<file path="config.mk">
export PLATFORM = sky130hd
export DESIGN_NAME = lphtab_ctrl
export DESIGN_NICKNAME = d
export VERILOG_FILES = /design/src/sv/lphtab_pkg.sv /design/src/sv/lphtab_ctrl.sv
export SDC_FILE = /design/constraint.sdc
export NUM_CORES = 1
export LEC_CHECK = 0
export ABC_AREA = 1
export ABC_CLOCK_PERIOD_IN_PS = 1500
export CELL_PAD_IN_SITES_DETAIL_PLACEMENT = 2
export CELL_PAD_IN_SITES_GLOBAL_PLACEMENT = 2
export CORE_ASPECT_RATIO = 0.9
export CORE_MARGIN = 8
export CORE_UTILIZATION = 32
export DETAILED_ROUTE_END_ITERATION = 8
export DONT_BUFFER_PORTS = 1
export HOLD_SLACK_MARGIN = 0.06
export PLACE_DENSITY = 0.82
export SYNTH_ARGS = -nofsm -noshare
export SYNTH_HDL_FRONTEND = slang
export SYNTH_SLANG_ARGS = --single-unit
</file>
<file path="constraint.sdc">
create_clock -name clock -period 1.5 [get_ports clock]
set_input_delay 0.15 -clock clock [delete_from_list [all_inputs] [get_ports clock]]
set_output_delay 0.15 -clock clock [all_outputs]
set_load 0.01 [all_outputs]
</file>
<file path="src/sv/lphtab_pkg.sv">
package lphtab_pkg;

   localparam int TABLE_SIZE_DEF = 1024;
   localparam int KEY_W  = 32;
   localparam int DATA_W = 32;
   localparam int SLOT_W = 10;
   localparam int ENT_W  = 1 + KEY_W + DATA_W;

   typedef enum logic [1:0] {
      OP_INSERT = 2'd0,
      OP_FIND   = 2'd1,
      OP_DELETE = 2'd2,
      OP_CLEAR  = 2'd3
   } op_type;

   typedef enum logic [1:0] {
      ST_OK        = 2'd0,
      ST_NOT_FOUND = 2'd1,
      ST_DUPLICATE = 2'd2,
      ST_FULL      = 2'd3
   } status_type;

   typedef struct packed {
      op_type              req_type;
      logic [KEY_W-1:0]    key_value;
      logic [DATA_W-1:0]   data_value;
   } req_item_type;

   typedef struct packed {
      status_type          status;
      logic [SLOT_W-1:0]   slot_index;
      logic [DATA_W-1:0]   data_out;
   } rsp_item_type;

   typedef struct packed {
      logic                valid;
      logic [KEY_W-1:0]    key;
      logic [DATA_W-1:0]   data;
   } entry_type;

   // controller -> datapath
   typedef struct packed {
      logic       accept;
      logic       clr_start;
      logic       clr_step;
      logic       hash_start;
      logic       hash_ent;
      logic       load_home;
      logic       rd_en;
      logic       advance;
      logic       wr_insert;
      logic       wr_hole;
      logic       wr_copy;
      logic       set_result;
      status_type res_status;
      logic       res_slot;
      logic       res_data;
      logic       rsp_load;
   } ctl_cmd_type;

   // datapath -> controller
   typedef struct packed {
      op_type op;
      logic   hash_done;
      logic   rd_valid;
      logic   key_match;
      logic   probe_last;
      logic   inner_max;
      logic   stays;
      logic   guard_ok;
      logic   clr_last;
      logic   rsp_free;
   } dp_stat_type;

endpackage

</file>
<file path="src/sv/lphtab_ctrl.sv">
module lphtab_ctrl
   import lphtab_pkg::*;
(
   input  logic        clock,
   input  logic        reset,
   input  logic        req_valid,
   input  op_type      req_op,
   output logic        req_stall,
   input  dp_stat_type stat,
   output ctl_cmd_type cmd
);

   typedef enum logic [11:0] {
      S_INIT  = 12'b0000_0000_0001,
      S_IDLE  = 12'b0000_0000_0010,
      S_CLEAR = 12'b0000_0000_0100,
      S_HASH  = 12'b0000_0000_1000,
      S_RD    = 12'b0000_0001_0000,
      S_CHK   = 12'b0000_0010_0000,
      S_HOLE  = 12'b0000_0100_0000,
      S_DRD   = 12'b0000_1000_0000,
      S_DCHK  = 12'b0001_0000_0000,
      S_DHASH = 12'b0010_0000_0000,
      S_COPY  = 12'b0100_0000_0000,
      S_RESP  = 12'b1000_0000_0000
   } state_type;

   state_type state_ff, state_in;

   always_comb begin
      state_in = state_ff;
      cmd      = '0;
      cmd.res_status = ST_OK;
      case (state_ff)
         S_INIT: begin
            cmd.clr_step = 1'b1;
            if (stat.clr_last) begin
               state_in = S_IDLE;
            end
         end
         S_IDLE: begin
            if (req_valid) begin
               cmd.accept = 1'b1;
               if (req_op == OP_CLEAR) begin
                  cmd.clr_start = 1'b1;
                  state_in = S_CLEAR;
               end else begin
                  cmd.hash_start = 1'b1;
                  state_in = S_HASH;
               end
            end
         end
         S_CLEAR: begin
            cmd.clr_step = 1'b1;
            if (stat.clr_last) begin
               cmd.set_result = 1'b1;
               state_in = S_RESP;
            end
         end
         S_HASH: begin
            if (stat.hash_done) begin
               cmd.load_home = 1'b1;
               state_in = S_RD;
            end
         end
         S_RD: begin
            cmd.rd_en = 1'b1;
            state_in = S_CHK;
         end
         S_CHK: begin
            if (!stat.rd_valid) begin
               cmd.set_result = 1'b1;
               if (stat.op == OP_INSERT) begin
                  cmd.wr_insert = 1'b1;
                  cmd.res_slot  = 1'b1;
               end else begin
                  cmd.res_status = ST_NOT_FOUND;
               end
               state_in = S_RESP;
            end else if (stat.key_match) begin
               cmd.set_result = 1'b1;
               cmd.res_slot   = 1'b1;
               if (stat.op == OP_INSERT) begin
                  cmd.res_status = ST_DUPLICATE;
               end else begin
                  cmd.res_data = 1'b1;
               end
               state_in = (stat.op == OP_DELETE) ? S_HOLE : S_RESP;
            end else if (stat.probe_last) begin
               cmd.set_result = 1'b1;
               cmd.res_status = (stat.op == OP_INSERT) ? ST_FULL : ST_NOT_FOUND;
               state_in = S_RESP;
            end else begin
               cmd.advance = 1'b1;
               state_in = S_RD;
            end
         end
         S_HOLE: begin
            cmd.wr_hole = 1'b1;
            state_in = S_DRD;
         end
         S_DRD: begin
            cmd.rd_en = 1'b1;
            state_in = S_DCHK;
         end
         S_DCHK: begin
            if (!stat.rd_valid) begin
               state_in = S_RESP;
            end else if (stat.inner_max) begin
               state_in = S_COPY;
            end else begin
               cmd.hash_start = 1'b1;
               cmd.hash_ent   = 1'b1;
               state_in = S_DHASH;
            end
         end
         S_DHASH: begin
            if (stat.hash_done) begin
               if (stat.stays) begin
                  cmd.advance = 1'b1;
                  state_in = S_DRD;
               end else begin
                  state_in = S_COPY;
               end
            end
         end
         S_COPY: begin
            cmd.wr_copy = 1'b1;
            state_in = stat.guard_ok ? S_HOLE : S_RESP;
         end
         S_RESP: begin
            if (stat.rsp_free) begin
               cmd.rsp_load = 1'b1;
               state_in = S_IDLE;
            end
         end
         default: begin
            state_in = S_INIT;
         end
      endcase
   end

   always_ff @(posedge clock) begin
      if (reset) begin
         state_ff <= S_INIT;
      end else begin
         state_ff <= state_in;
      end
   end

   assign req_stall = (state_ff != S_IDLE);

   a_copy_entry: assert property (@(posedge clock) disable iff (reset)
      state_ff == S_COPY |-> $past(state_ff) == S_DCHK || $past(state_ff) == S_DHASH)
      else $error("entry move without a chain check");

   a_hole_after_hit: assert property (@(posedge clock) disable iff (reset)
      (state_ff == S_CHK && state_in == S_HOLE) |-> stat.op == OP_DELETE && stat.key_match)
      else $error("repair started without a delete hit");

endmodule

</file>
==> summary.md, run 1 <==
| Metric | Value |
|---|---|
| Max Root-Sink Buffers | `2` |
| Status | `did not finish` |
| CTS root buffer | `clkbuf_8` |
| Post-Syn Area | `1070 sq um` |
| Chip height | `slightly above 70 microns` |
| Error | `[ERROR DPL-0033] detailed placement checks failed during check placement.` |
| Starting Density | `32.5%` |
| Mapped Avg Cell Area | `about 6.4 sq um` |
| Sequential element share of the synthesized area | `22.5%` |
| Die width | `76.8 microns` |
| Mapped Cells | `about 170` |
| H-Tree Depth | `1` |
| WEP type | `register input` |
| Pin count of the biggest net entering global routing | `11` |
| Yosys cell types | `24` |
| Io pins | `34` |
| Number of antenna violations at the first check in global routing | `0` |
| Synth Warn # | `0` |
| HPWL after DPL | `3600 microns` |
| Post-Synthesis Net Count | `approximately 180` |
| CTS Sinks | `12` |
| Final GP Congestion | `approximately 0.79` |
| GRT worst endpoint | `state_ff[10]$_SDFFE_PP0P_/D` |
| CTS Buf Count | `3` |
| Row count | `20` |
| Fail Step | `global routing (5_1_grt)` |
| Register bit total from synthesis | `12` |
| Buffers on Ports | `0` |
[repair_timing]
| item | 4_1_cts |
|---|---|
| hold buffers | 1 |
| hold endpoints to repair | 10 |
| pin swaps | 17 |
| gates resized for setup | 56 |
| buffers inserted | 9 |
| endpoints found under the setup margin | 27 |
[metrics by stage]
| stage | hold WS [ns] | instance area [sq um] | setup WS, ns | util, % | instances |
|---|---|---|---|---|---|
| CTS | 0.0925 | 1570 | -0.180 | 48.0 | 243 |
| detailed placement | 0.228 | 1270 | -0.0867 | 38.9 | 230 |
| global placement | 0.224 | 1270 | -0.00885 | 38.9 | 230 |
| floorplan | 0.298 | 1070 | 0.114 | - | 166 |
[Yosys cell counts]
cell / n / area share, %
nand2_1: 33 / 12
inv_1: 30 / 11
nor2_1: 23 / 8.1
dfxtp_1: 12 / 23
nand2_2: 11 / 6.5
nand3_1: 8 / 3.8
nor2_2: 7 / 4.1
nor3_1: 7 / 3.3
a21oi_1: 5 / 2.3
nand2_4: 5 / 5.3
o21ai_0: 4 / 1.9
nand4_1: 3 / 1.8
nor3b_2: 3 / 3.5
nand3_2: 2 / 1.9
nor2_4: 2 / 2.1
nor2_8: 2 / 3.8
nor3_2: 2 / 1.9
a21oi_4: 1 / 1.5
buf_1: 1 / 0.35
nand3b_1: 1 / 0.70
nor4_1: 1 / 0.59
o21ai_1: 1 / 0.47
o21ai_2: 1 / 0.82
o31ai_1: 1 / 0.70
[cell families after synthesis]
family	Yosys count	synth area share [%]
compound gates	13	7.75
buf+inv	31	10.9
simple gates	110	58.8
flops	12	22.5
==> run 2: changes to the inputs <==
Settings changed: CELL_PAD_IN_SITES_DETAIL_PLACEMENT 2 to not set, CELL_PAD_IN_SITES_GLOBAL_PLACEMENT 2 to not set, CORE_AREA set to 8 8 69 71, CORE_ASPECT_RATIO 0.9 to not set, CORE_MARGIN 8 to not set, CORE_UTILIZATION 32 to not set, DIE_AREA set to 0 0 77 79, HOLD_SLACK_MARGIN 0.06 to not set, PLACE_DENSITY 0.82 to not set, PLACE_DENSITY_LB_ADDON set to 0.15.
==> run 2 against run 1 <==
The flow now finishes, with violations (setup timing). Synthesized area unchanged. Synthesized cell count unchanged.
==> summary.md, run 2 <==
| Metric | Value |
|---|---|
| Largest area contributor in the netlist | `dfxtp_1 (unchanged)` |
| H-Tree Depth | `1 (unchanged)` |
| Total number of vias | `1200` |
| Synth top area share | `22.5% (unchanged)` |
| Final wirelength | `3580 microns` |
| Leading cell type in the layout, fill and taps excluded | `buf_4` |
| 1st-iter DRT viols | `between 40 and 50` |
| WHS Endpoint | `state_ff[0]` |
| Register bit total from synthesis | `12 (unchanged)` |
| Crit start category | `flip-flop` |
| Worst vdd ir | `about 410 uV` |
| Minimum clock period | `around 1.6 ns` |
| Reg2reg start | `state_ff[4]` |
| Starting Density | `28.1% (was 32.5%)` |
| Vias in the first global route | `roughly 1200` |
| Core Util, Final | `47.0%` |
| Synth top cells by count | `nand2_1 (33), inv_1 (30), nor2_1 (23), dfxtp_1 (12), nand2_2 (11) (unchanged)` |
| Async set-reset flop share out of synthesis | `0% (unchanged)` |
| Status | `complete, but fails checks (was did not finish)` |
| Mapped Avg Cell Area | `6.42 sq um (unchanged)` |
| Failing checks | `setup timing` |
| Clk pin slew, worst setup/hold paths | `about 0.060 ns` |
| DP Worst Slack | `-0.0690 ns (was -0.0867 ns)` |
| Share of post-route cells with drive strength above 1 | `between 50% and 60%` |
| Max Fclk | `roughly 610 MHz` |
| Final GP Congestion | `0.809 (was 0.793)` |
| Worst hold margin | `0.0347 ns` |
| Number of antenna violations at the first check in global routing | `0` |
| Die area | `around 6000 sq um` |
| Worst EP arrival | `1.50 ns` |
| Yosys cell types | `24 (unchanged)` |
| Final Cycle Share | `110%` |
| First-pass GRT wire length | `about 5800 microns` |
| Max-slew headroom | `about two thirds` |
| CTS Sinks | `12 (unchanged)` |
| Largest Register | `state_ff` |
| HPWL after DPL | `2600 microns (was 3600 microns)` |
| Element type at the critical path end | `primary output` |
| P&R area growth vs syn | `67.4%` |
| Sequential element share of the synthesized area | `22.5% (unchanged)` |
| Final nets | `between 200 and 250` |
| WL/cell | `approximately 14 microns` |
| Number of cells on the worst reg-to-reg path | `11` |
| Leading registers by flop count | `state_ff: 12 flops` |
| Slew Viols, Final | `0` |
| Min-delay src | `reset` |
| Setup ws final | `-0.145 ns` |
| Placed insts | `237 (was 230)` |
| Routed Antenna Nets | `0` |
| Row count | `23 (was 20)` |
| Drt first pass iters | `4` |
| Reg2reg end | `state_ff[10]` |
| Die width | `77 microns (was 76.8 microns)` |
| Chip height | `79 microns (was 70.8 microns)` |
| Hold crit path type | `input port to flip-flop` |
| Total Routing Usage GR | `11.7%` |
| Final instance count without filler cells | `around 260` |
| Most frequent cells in the layout | `buf_4 (30), nand2_1 (27), inv_1 (22), nor2_1 (16), nor2_4 (15)` |
| Worst-path fanout max | `4` |
| Pwr/cell area | `between 1000 and 1500 nW/um^2` |
| Leakage | `around 0.84 nW` |
| Unrepaired setup endpoints after global routing | `true` |
| Core ar. | `3800 sq um` |
| Max-Cap Viols | `0` |
| GRT overflow | `0` |
| Post-Synthesis Net Count | `182 (unchanged)` |
| CP required | `between 1 and 1.5 ns` |
| Worst-Margin Slew | `~0.52 ns` |
| Setup Skew | `about 0.0044 ns` |
| Fin. Hold Viols | `0` |
| Synth Warn # | `0 (unchanged)` |
| Hold Path Depth | `2` |
| Final setup viols | `19` |
| Ys flop type | `dfxtp_1 (unchanged)` |
| Post-Syn Area | `1070 sq um (unchanged)` |
| CTS Buf Count | `3 (unchanged)` |
| Setup slack, reg-to-reg | `-0.10 ns` |
| N_diodes | `0` |
| Max reg flops | `12` |
| Pin count of the biggest net entering global routing | `10` |
| Post-synth EDFFs | `0 (unchanged)` |
| DRC Markers | `0` |
| CTS root buffer | `clkbuf_8 (unchanged)` |
| Most frequent cell after synthesis | `nand2_1 (unchanged)` |
| Buffers on Ports | `0 (unchanged)` |
| Most area-consuming cells after synthesis | `dfxtp_1 (23%), nand2_1 (12%), inv_1 (11%) (unchanged)` |
| Vias per Instance | `between 4 and 5` |
| Max Root-Sink Buffers | `2 (unchanged)` |
| Clock Latency Late Sink | `approximately 0.25 ns` |
| Mapped Cells | `166 (unchanged)` |
| Setup CP Type | `flip-flop to primary output` |
| Io pins | `34 (unchanged)` |
| CTS tree | `yes` |
[run 2: cell counts after synthesis]
No cell type changed its count.
[run 2: area by class of cell]
type,instances,area (sq um)
clock buffers,4,55.1
fillers,399,2010
inverters,30,120
multi-input cells,123,962
flip-flops and latches,12,270
well taps,50,62.6
repair buffers,38,314
[run 2: how the worst max path moves through the flow]
stage,from,endpoint,slack [ns]
6_report,state_ff[8],cmd[3],-0.15
4_1_cts,state_ff[3],cmd[3],-0.16
5_1_grt,state_ff[8],cmd[3],-0.22
2_1_floorplan,state_ff[0],cmd[13],0.11
3_3_place_gp,state_ff[0],cmd[3],-0.05
3_5_place_dp,state_ff[0],cmd[3],-0.07
[run 2: where the power goes]
| group | leakage (nW) | switching [W] | internal (W) | total [W] |
|---|---|---|---|---|
| logic | 0.707 | 0.000715 | 0.000481 | 0.00120 |
| registers | 0.104 | 0.0000567 | 0.000372 | 0.000428 |
| clock network | 0.0288 | 0.000128 | 0.000232 | 0.000361 |
| total | 0.840 | 0.000900 | 0.00108 | 0.00198 |
[run 2: per-stage QoR]
step | total power [W] | instance area [sq um] | setup TNS [ns]
3_5_place_dp | 0.00129 | 1290 | -0.138
3_3_place_gp | 0.00128 | 1290 | -0.108
2_1_floorplan | 0.00112 | 1070 | 0
6_report | 0.00198 | 1780 | -1.29
4_1_cts | 0.00183 | 1580 | -1.40
5_1_grt | 0.00211 | 1780 | -2.95
[run 2: logic make-up after synthesis]
logic type / synth area share [%]
buffers and inverters: 10.9
flip-flops: 22.5
AO/OA/AOI/OAI: 7.75
AND/OR/NAND/NOR: 58.8
[run 2: routing by layer]
| metal | GRT usage [%] | up-vias | part of all wire (%) |
|---|---|---|---|
| li1 | - | 602 | - |
| met1 | 13.1 | 566 | 40 |
| met2 | 20.4 | 27 | 53 |
| met3 | 3.50 | 5 | 5.7 |
| met4 | 4.53 | 0 | 1.3 |
| met5 | 0 | - | 0 |
[run 2: critical path: stages (launching register included)]
cell	delay, ns
dfxtp_2	0.34
nor2_4	0.12
nand2_4	0.09
nor2_4	0.16
nand2_4	0.08
inv_2	0.08
o21ai_1	0.06
nor3_1	0.16
buf_4	0.16
[run 2: timing repair]
action,CTS,global route
pin swaps,14,20
buffers inserted,9,6
gates resized for setup,46,47
hold buffers,1,0
setup endpoints to repair,20,24
hold endpoints to repair,9,0
Note: power is estimated with default switching activity, not from simulation.
==> run 3: changes to the inputs <==
Settings changed: CTS_BUF_LIST set to sky130_fd_sc_hd__clkbuf_8 sky130_fd_sc_hd__clkbuf_16, SKIP_LAST_GASP set to 1.
==> run 3 against run 2 <==
The run still ends with setup timing left. Setup slack worse by 0.012 ns. Design area is 0.84% lower. Highest routed layer unchanged. Register-to-register slack worse by 0.02 ns.
==> summary.md, run 3 (synthesis results as in run 2) <==
| Metric | Value |
|---|---|
| Starting Density | `28.1% (unchanged)` |
| Max-Cap Viols | `0 (unchanged)` |
| Final setup viols | `21 (was 19)` |
| Core ar. | `3800 sq um (unchanged)` |
| Worst-path fanout max | `4 (unchanged)` |
| GRT overflow | `0 (unchanged)` |
| Fin. Hold Viols | `0 (unchanged)` |
| Sw Pwr | `0.000910 W (was 0.000900 W)` |
| Max reg flops | `12 (unchanged)` |
| Vias per Instance | `4.74 (was 4.67)` |
| H-Tree Depth | `1 (unchanged)` |
| Total number of vias | `1217 (was 1200)` |
| Total Negative Setup Slacks | `-1.42 ns (was -1.29 ns)` |
| Clk pin slew, worst setup/hold paths | `0.05 ns (was 0.06 ns)` |
| Element type at the critical path end | `primary output (unchanged)` |
| Min-delay src | `reset (unchanged)` |
| Status | `complete, but fails checks (unchanged)` |
| CP required | `1.35 ns (about the same)` |
| Unrepaired setup endpoints after global routing | `true (unchanged)` |
| Setup Skew | `0.00371 ns (was 0.00441 ns)` |
| Routed wl met2 | `1870 microns (was 1890 microns)` |
| Leakage | `0.837 nW (was 0.840 nW)` |
| Largest Register | `state_ff (unchanged)` |
| Clock Power Share | `18.2% (about the same)` |
| Worst hold margin | `0.0353 ns (was 0.0347 ns)` |
| Drt first pass iters | `4 (unchanged)` |
| Chip height | `79 microns (unchanged)` |
| Final nets | `224 (unchanged)` |
| Vias in the first global route | `1236 (was 1232)` |
| Final wirelength | `3590 microns (was 3580 microns)` |
| Final Cycle Share | `110% (about the same)` |
| Minimum clock period | `1.66 ns (was 1.65 ns)` |
| Failing checks | `setup timing (unchanged)` |
| First-pass GRT wire length | `5800 microns (unchanged)` |
| P&R area growth vs syn | `66.0% (was 67.4%)` |
| CTS tree | `yes (unchanged)` |
| 1st-iter DRT viols | `49 (unchanged)` |
| Max Fclk | `603 MHz (was 608 MHz)` |
| Leading registers by flop count | `state_ff: 12 flops (unchanged)` |
| Routed Antenna Nets | `0 (unchanged)` |
| Seq pwr share | `21.5% (was 21.6%)` |
| Row count | `23 (unchanged)` |
| Share of post-route cells with drive strength above 1 | `58.9% (was 59.4%)` |
| Total Routing Usage GR | `11.7% (unchanged)` |
| Max Root-Sink Buffers | `2 (unchanged)` |
| HPWL after DPL | `2600 microns (unchanged)` |
| Hold crit path type | `input port to flip-flop (unchanged)` |
| Setup ws final | `-0.157 ns (was -0.145 ns)` |
| Core Util, Final | `46.6% (was 47.0%)` |
| Slew Viols, Final | `0 (unchanged)` |
| CTS root buffer | `clkbuf_8 (unchanged)` |
| Worst EP arrival | `1.51 ns (was 1.50 ns)` |
| Crit start category | `flip-flop (unchanged)` |
| Comb pwr share | `60.3% (was 60.2%)` |
| Reg2reg start | `state_ff[4] (unchanged)` |
| CTS Buf Count | `3 (unchanged)` |
| Wl on met1 | `1460 microns (was 1440 microns)` |
| Most frequent cells in the layout | `buf_4 (32), nand2_1 (27), inv_1 (22), nor2_1 (17), nor2_4 (15) (was buf_4 (30), nand2_1 (27), inv_1 (22), nor2_1 (16), nor2_4 (15))` |
| Highest routed layer | `met4 (unchanged)` |
| Final GP Congestion | `0.809 (unchanged)` |
| Worst vdd ir | `421 uV (was 408 uV)` |
| Pwr/cell area | `1130 nW/um^2 (was 1110 nW/um^2)` |
| Final Power | `0.00200 W (was 0.00198 W)` |
| Number of antenna violations at the first check in global routing | `0 (unchanged)` |
| WL/cell | `14.0 microns (was 13.9 microns)` |
| Io pins | `34 (unchanged)` |
| Die width | `77 microns (unchanged)` |
| Setup CP Type | `flip-flop to primary output (unchanged)` |
| CP Launch Point | `state_ff[11] (was state_ff[8])` |
| Buffers on Ports | `0 (unchanged)` |
| Clock Latency Late Sink | `0.25 ns (about the same)` |
| Sw Share | `45.6% (was 45.3%)` |
| Die area | `6080 sq um (unchanged)` |
| Pin count of the biggest net entering global routing | `10 (unchanged)` |
| Leading cell type in the layout, fill and taps excluded | `buf_4 (unchanged)` |
| Pint | `0.00109 W (was 0.00108 W)` |
| CTS Sinks | `12 (unchanged)` |
| Max-slew headroom | `62.3% (was 64.9%)` |
| DRC Markers | `0 (unchanged)` |
| N_diodes | `0 (unchanged)` |
| DR WL met3 | `228 microns (was 205 microns)` |
| Fill count | `398 (was 399)` |
| Worst-Margin Slew | `0.564 ns (was 0.525 ns)` |
run 3: cell counts in the layout (fill, tap and decap cells not counted):
Identical to the previous run, type by type.
run 3: per-layer routing:
| metal | GRT usage [%] | up-vias |
|---|---|---|
| met2 | 20.4 | 31 |
| met3 | 3.50 | 5 |
| met5 | 0 | - |
| met1 | 13.1 | 578 |
| met4 | 4.53 | 0 |
| li1 | - | 603 |
run 3: worst paths after layout:
| check | cells past startpoint | slack (ns) | end |
|---|---|---|---|
| setup / recovery | 8 | -0.16 | cmd[3] |
| hold / removal | 2 | 0.04 | state_ff[0] |
| setup reg to reg | 11 | -0.12 | state_ff[10] |
| hold reg to reg | 2 | 0.53 | state_ff[2] |
run 3: per-stage QoR:
stage,area [sq um],instances,setup WS (ns)
global route,1770,257,-0.215
floorplan,1070,166,0.114
finish,1770,257,-0.157
detailed placement,1290,237,-0.0690
global placement,1290,237,-0.0541
CTS,1580,251,-0.160
run 3: worst max-delay path, stage by stage, from the launching register on:
cell and delay [ns]:
dfxtp_4 0.36, nor2_4 0.12, nand2_4 0.09, nor2_4 0.16, nand2_4 0.08, inv_2 0.08
o21ai_1 0.06, nor3_1 0.17, buf_4 0.16
run 3: cell type report:
| class | count | area (sq um) | share of cell area [%] |
|---|---|---|---|
| clock buffer | 4 | 55.1 | 3.11 |
| multi-input combinational | 123 | 955 | 54.0 |
| inverter | 30 | 120 | 6.79 |
| sequential | 12 | 270 | 15.3 |
| tap | 50 | 62.6 | 3.54 |
| timing repair buffer | 38 | 307 | 17.3 |
run 3: repair_timing:
action / 4_1_cts / 5_1_grt
hold endpoints to repair: 9 / 0
hold buffers: 1 / 0
gates cloned: 0 / 0
buffers inserted: 9 / 6
endpoints found under the setup margin: 20 / 24
pin swaps: 14 / 20
gates resized for setup: 45 / 44
run 3: power groups by stage:
stage / combinational [W] / sequential, W / clock (W)
floorplan: 0.000706 / 0.000410 / 0
global placement: 0.000866 / 0.000413 / 0
detailed placement: 0.000876 / 0.000414 / 0
CTS: 0.00103 / 0.000430 / 0.000365
global route: 0.00129 / 0.000435 / 0.000381
finish: 0.00120 / 0.000429 / 0.000363
==> run 4: changes to the inputs <==
--- a/config.mk
+++ b/config.mk
@@ -13,5 +13,5 @@
 export DIE_AREA = 0 0 77 79
 export DONT_BUFFER_PORTS = 1
-export PLACE_DENSITY_LB_ADDON = 0.15
+export PLACE_DENSITY = 0.39
 export SKIP_LAST_GASP = 1
 export SYNTH_ARGS = -nofsm -noshare
==> constraint.sdc (replaced) <==
create_clock -name clock -period 1.5 [get_ports clock]
set_input_delay 0.3 -clock clock [delete_from_list [all_inputs] [get_ports clock]]
set_output_delay 0.3 -clock clock [all_outputs]
set_load 0.01 [all_outputs]
==> run 4 against run 3 <==
The run still ends with setup timing left. Clock skew is essentially flat. Flip-flop and latch count unchanged. Wire length is 3.1% lower. Clock-buffer cell count unchanged.
==> summary.md, run 4 (synthesis results as in run 2) <==
| Metric | Value |
|---|---|
| H-Tree Depth | `1 (unchanged)` |
| Minimum clock period | `1.70 ns (was 1.66 ns)` |
| Hold Path Depth | `1 (was 2)` |
| First-pass GRT wire length | `5620 microns (was 5800 microns)` |
| Hold crit path type | `input port to flip-flop (unchanged)` |
| DR WL met3 | `234 microns (was 228 microns)` |
| Setup CP Type | `flip-flop to primary output (unchanged)` |
| Status | `complete, but fails checks (unchanged)` |
| Unrepaired setup endpoints after global routing | `true (unchanged)` |
| WL/cell | `13.4 microns (was 14.0 microns)` |
| Largest Register | `state_ff (unchanged)` |
| Clk pin slew, worst setup/hold paths | `0.06 ns (was 0.05 ns)` |
| CTS tree | `yes (unchanged)` |
| Number of cells on the worst reg-to-reg path | `11 (unchanged)` |
| Number of antenna violations at the first check in global routing | `0 (unchanged)` |
| 1st-iter DRT viols | `20 (was 49)` |
| P&R area growth vs syn | `61.0% (was 66.0%)` |
| Buffers on Ports | `0 (unchanged)` |
| Highest routed layer | `met4 (unchanged)` |
| Setup ws final | `-0.201 ns (was -0.157 ns)` |
| Routed Antenna Nets | `0 (unchanged)` |
| Total Routing Usage GR | `11.2% (was 11.7%)` |
| Failing checks | `setup timing (unchanged)` |
| Reg2reg start | `state_ff[9] (was state_ff[4])` |
| Fin. Hold Viols | `0 (unchanged)` |
| Max-slew headroom | `79.0% (was 62.3%)` |
| CP required | `1.20 ns (was 1.35 ns)` |
| Chip height | `79 microns (unchanged)` |
| Final Cell Area | `1720 sq um (was 1770 sq um)` |
| Starting Density | `28.1% (unchanged)` |
| Final setup viols | `26 (was 21)` |
| Setup slack, reg-to-reg | `-0.14 ns (was -0.12 ns)` |
| Setup Skew | `0.00339 ns (was 0.00371 ns)` |
| Final GP Congestion | `0.827 (was 0.809)` |
| HPWL after DPL | `2720 microns (was 2600 microns)` |
| Max Fclk | `588 MHz (was 603 MHz)` |
| CTS Sinks | `12 (unchanged)` |
| Clock Latency Late Sink | `0.24 ns (was 0.25 ns)` |
| Share of post-route cells with drive strength above 1 | `59.8% (was 58.9%)` |
| Worst EP arrival | `1.40 ns (was 1.51 ns)` |
| Total number of vias | `1192 (was 1217)` |
| Final Cycle Share | `113% (was 110%)` |
| Drt first pass iters | `4 (unchanged)` |
| GRT overflow | `0 (unchanged)` |
| Slew Viols, Final | `0 (unchanged)` |
| Pin count of the biggest net entering global routing | `11 (was 10)` |
| N_diodes | `0 (unchanged)` |
| Final Power | `0.00189 W (was 0.00200 W)` |
| Row count | `23 (unchanged)` |
| Worst-Margin Slew | `0.314 ns (was 0.564 ns)` |
| Vias in the first global route | `1202 (was 1236)` |
| Area after DPL | `1350 sq um (was 1290 sq um)` |
| Max reg flops | `12 (unchanged)` |
| Leading cell type in the layout, fill and taps excluded | `buf_4 (unchanged)` |
| Final wirelength | `3480 microns (was 3590 microns)` |
| Total Negative Setup Slacks | `-3.21 ns (was -1.42 ns)` |
| Die area | `6080 sq um (unchanged)` |
| Reg2reg end | `state_ff[4] (was state_ff[10])` |
| Worst-path fanout max | `5 (was 4)` |
| Worst vdd ir | `421 uV (about the same)` |
| Leading registers by flop count | `state_ff: 12 flops (unchanged)` |
| Leakage | `0.825 nW (was 0.837 nW)` |
| Most frequent cells in the layout | `buf_4 (36), nand2_1 (26), inv_1 (23), nor2_1 (17), nand2_2 (14) (was buf_4 (32), nand2_1 (27), inv_1 (22), nor2_1 (17), nor2_4 (15))` |
| Routed wl met2 | `1690 microns (was 1870 microns)` |
| Io pins | `34 (unchanged)` |
| Crit start category | `flip-flop (unchanged)` |
| Max Root-Sink Buffers | `2 (unchanged)` |
| Min-delay src | `reset (unchanged)` |
| Element type at the critical path end | `primary output (unchanged)` |
| Vias per Instance | `4.60 (was 4.74)` |
| Wl on met1 | `1540 microns (was 1460 microns)` |
| DRC Markers | `0 (unchanged)` |
| Max-Cap Viols | `0 (unchanged)` |
| CTS Buf Count | `3 (unchanged)` |
| Core ar. | `3800 sq um (unchanged)` |
| WHS Endpoint | `state_ff[7] (was state_ff[0])` |
| CTS root buffer | `clkbuf_8 (unchanged)` |
| Die width | `77 microns (unchanged)` |
| Final nets | `226 (was 224)` |
| Pwr/cell area | `1100 nW/um^2 (was 1130 nW/um^2)` |
run 4: worst max-delay path by stage:
stage                     slack [ns]      end          from
after detailed placement        -0.1   cmd[3]   state_ff[7]
after global placement         -0.13   cmd[9]   state_ff[7]
after CTS                      -0.26   cmd[3]   state_ff[7]
final                          -0.20   cmd[1]   state_ff[1]
after floorplan                -0.01  cmd[13]  state_ff[11]
after global routing           -0.29  cmd[13]  state_ff[10]
run 4: timing repair:
item                       4_1_cts  5_1_grt
hold buffers                     0        0
hold endpoints to repair         0        0
resized for setup               38       31
pin swaps                        7       19
buffers inserted                 4        8
setup endpoints to repair       24       27
run 4: worst max-delay path, stage by stage (launching register included):
cell and delay (ns):
dfxtp_1 0.33, nor2_4 0.14, nand2_4 0.09, nor2_4 0.14, nand2_4 0.09, buf_6 0.13, nor3_2 0.09, buf_4 0.14
run 4: layer usage:
layer  vias to the layer above  global-route usage, %
met1                       549                   14.4
met2                        33                   17.8
met3                         2                   3.05
li1                        608                      -
met5                         -                      0
met4                         0                   3.40
run 4: layout make-up:
type                            instances  area, sq um
Inverter                               30          115
Sequential cell                        12          256
Fill cell                             398         2080
Multi-Input combinational cell        123          912
Timing Repair Buffer                   40          315
Tap cell                               50         62.6
Clock buffer                            4         55.1
run 4: stage by stage:
stage,std cells,setup slack [ns],util (%),hold WS [ns]
after floorplan,166,-0.0120,-,0.448
after global placement,243,-0.129,35.4,0.374
after detailed placement,243,-0.0978,35.4,0.374
after CTS,251,-0.262,40.7,0.110
after global routing,259,-0.292,45.2,0.106
final,259,-0.201,45.2,0.112
run 4: power breakdown:
group | switching [W] | internal [W]
sequential | 0.0000466 | 0.000371
clock | 0.000127 | 0.000232
combinational | 0.000668 | 0.000441
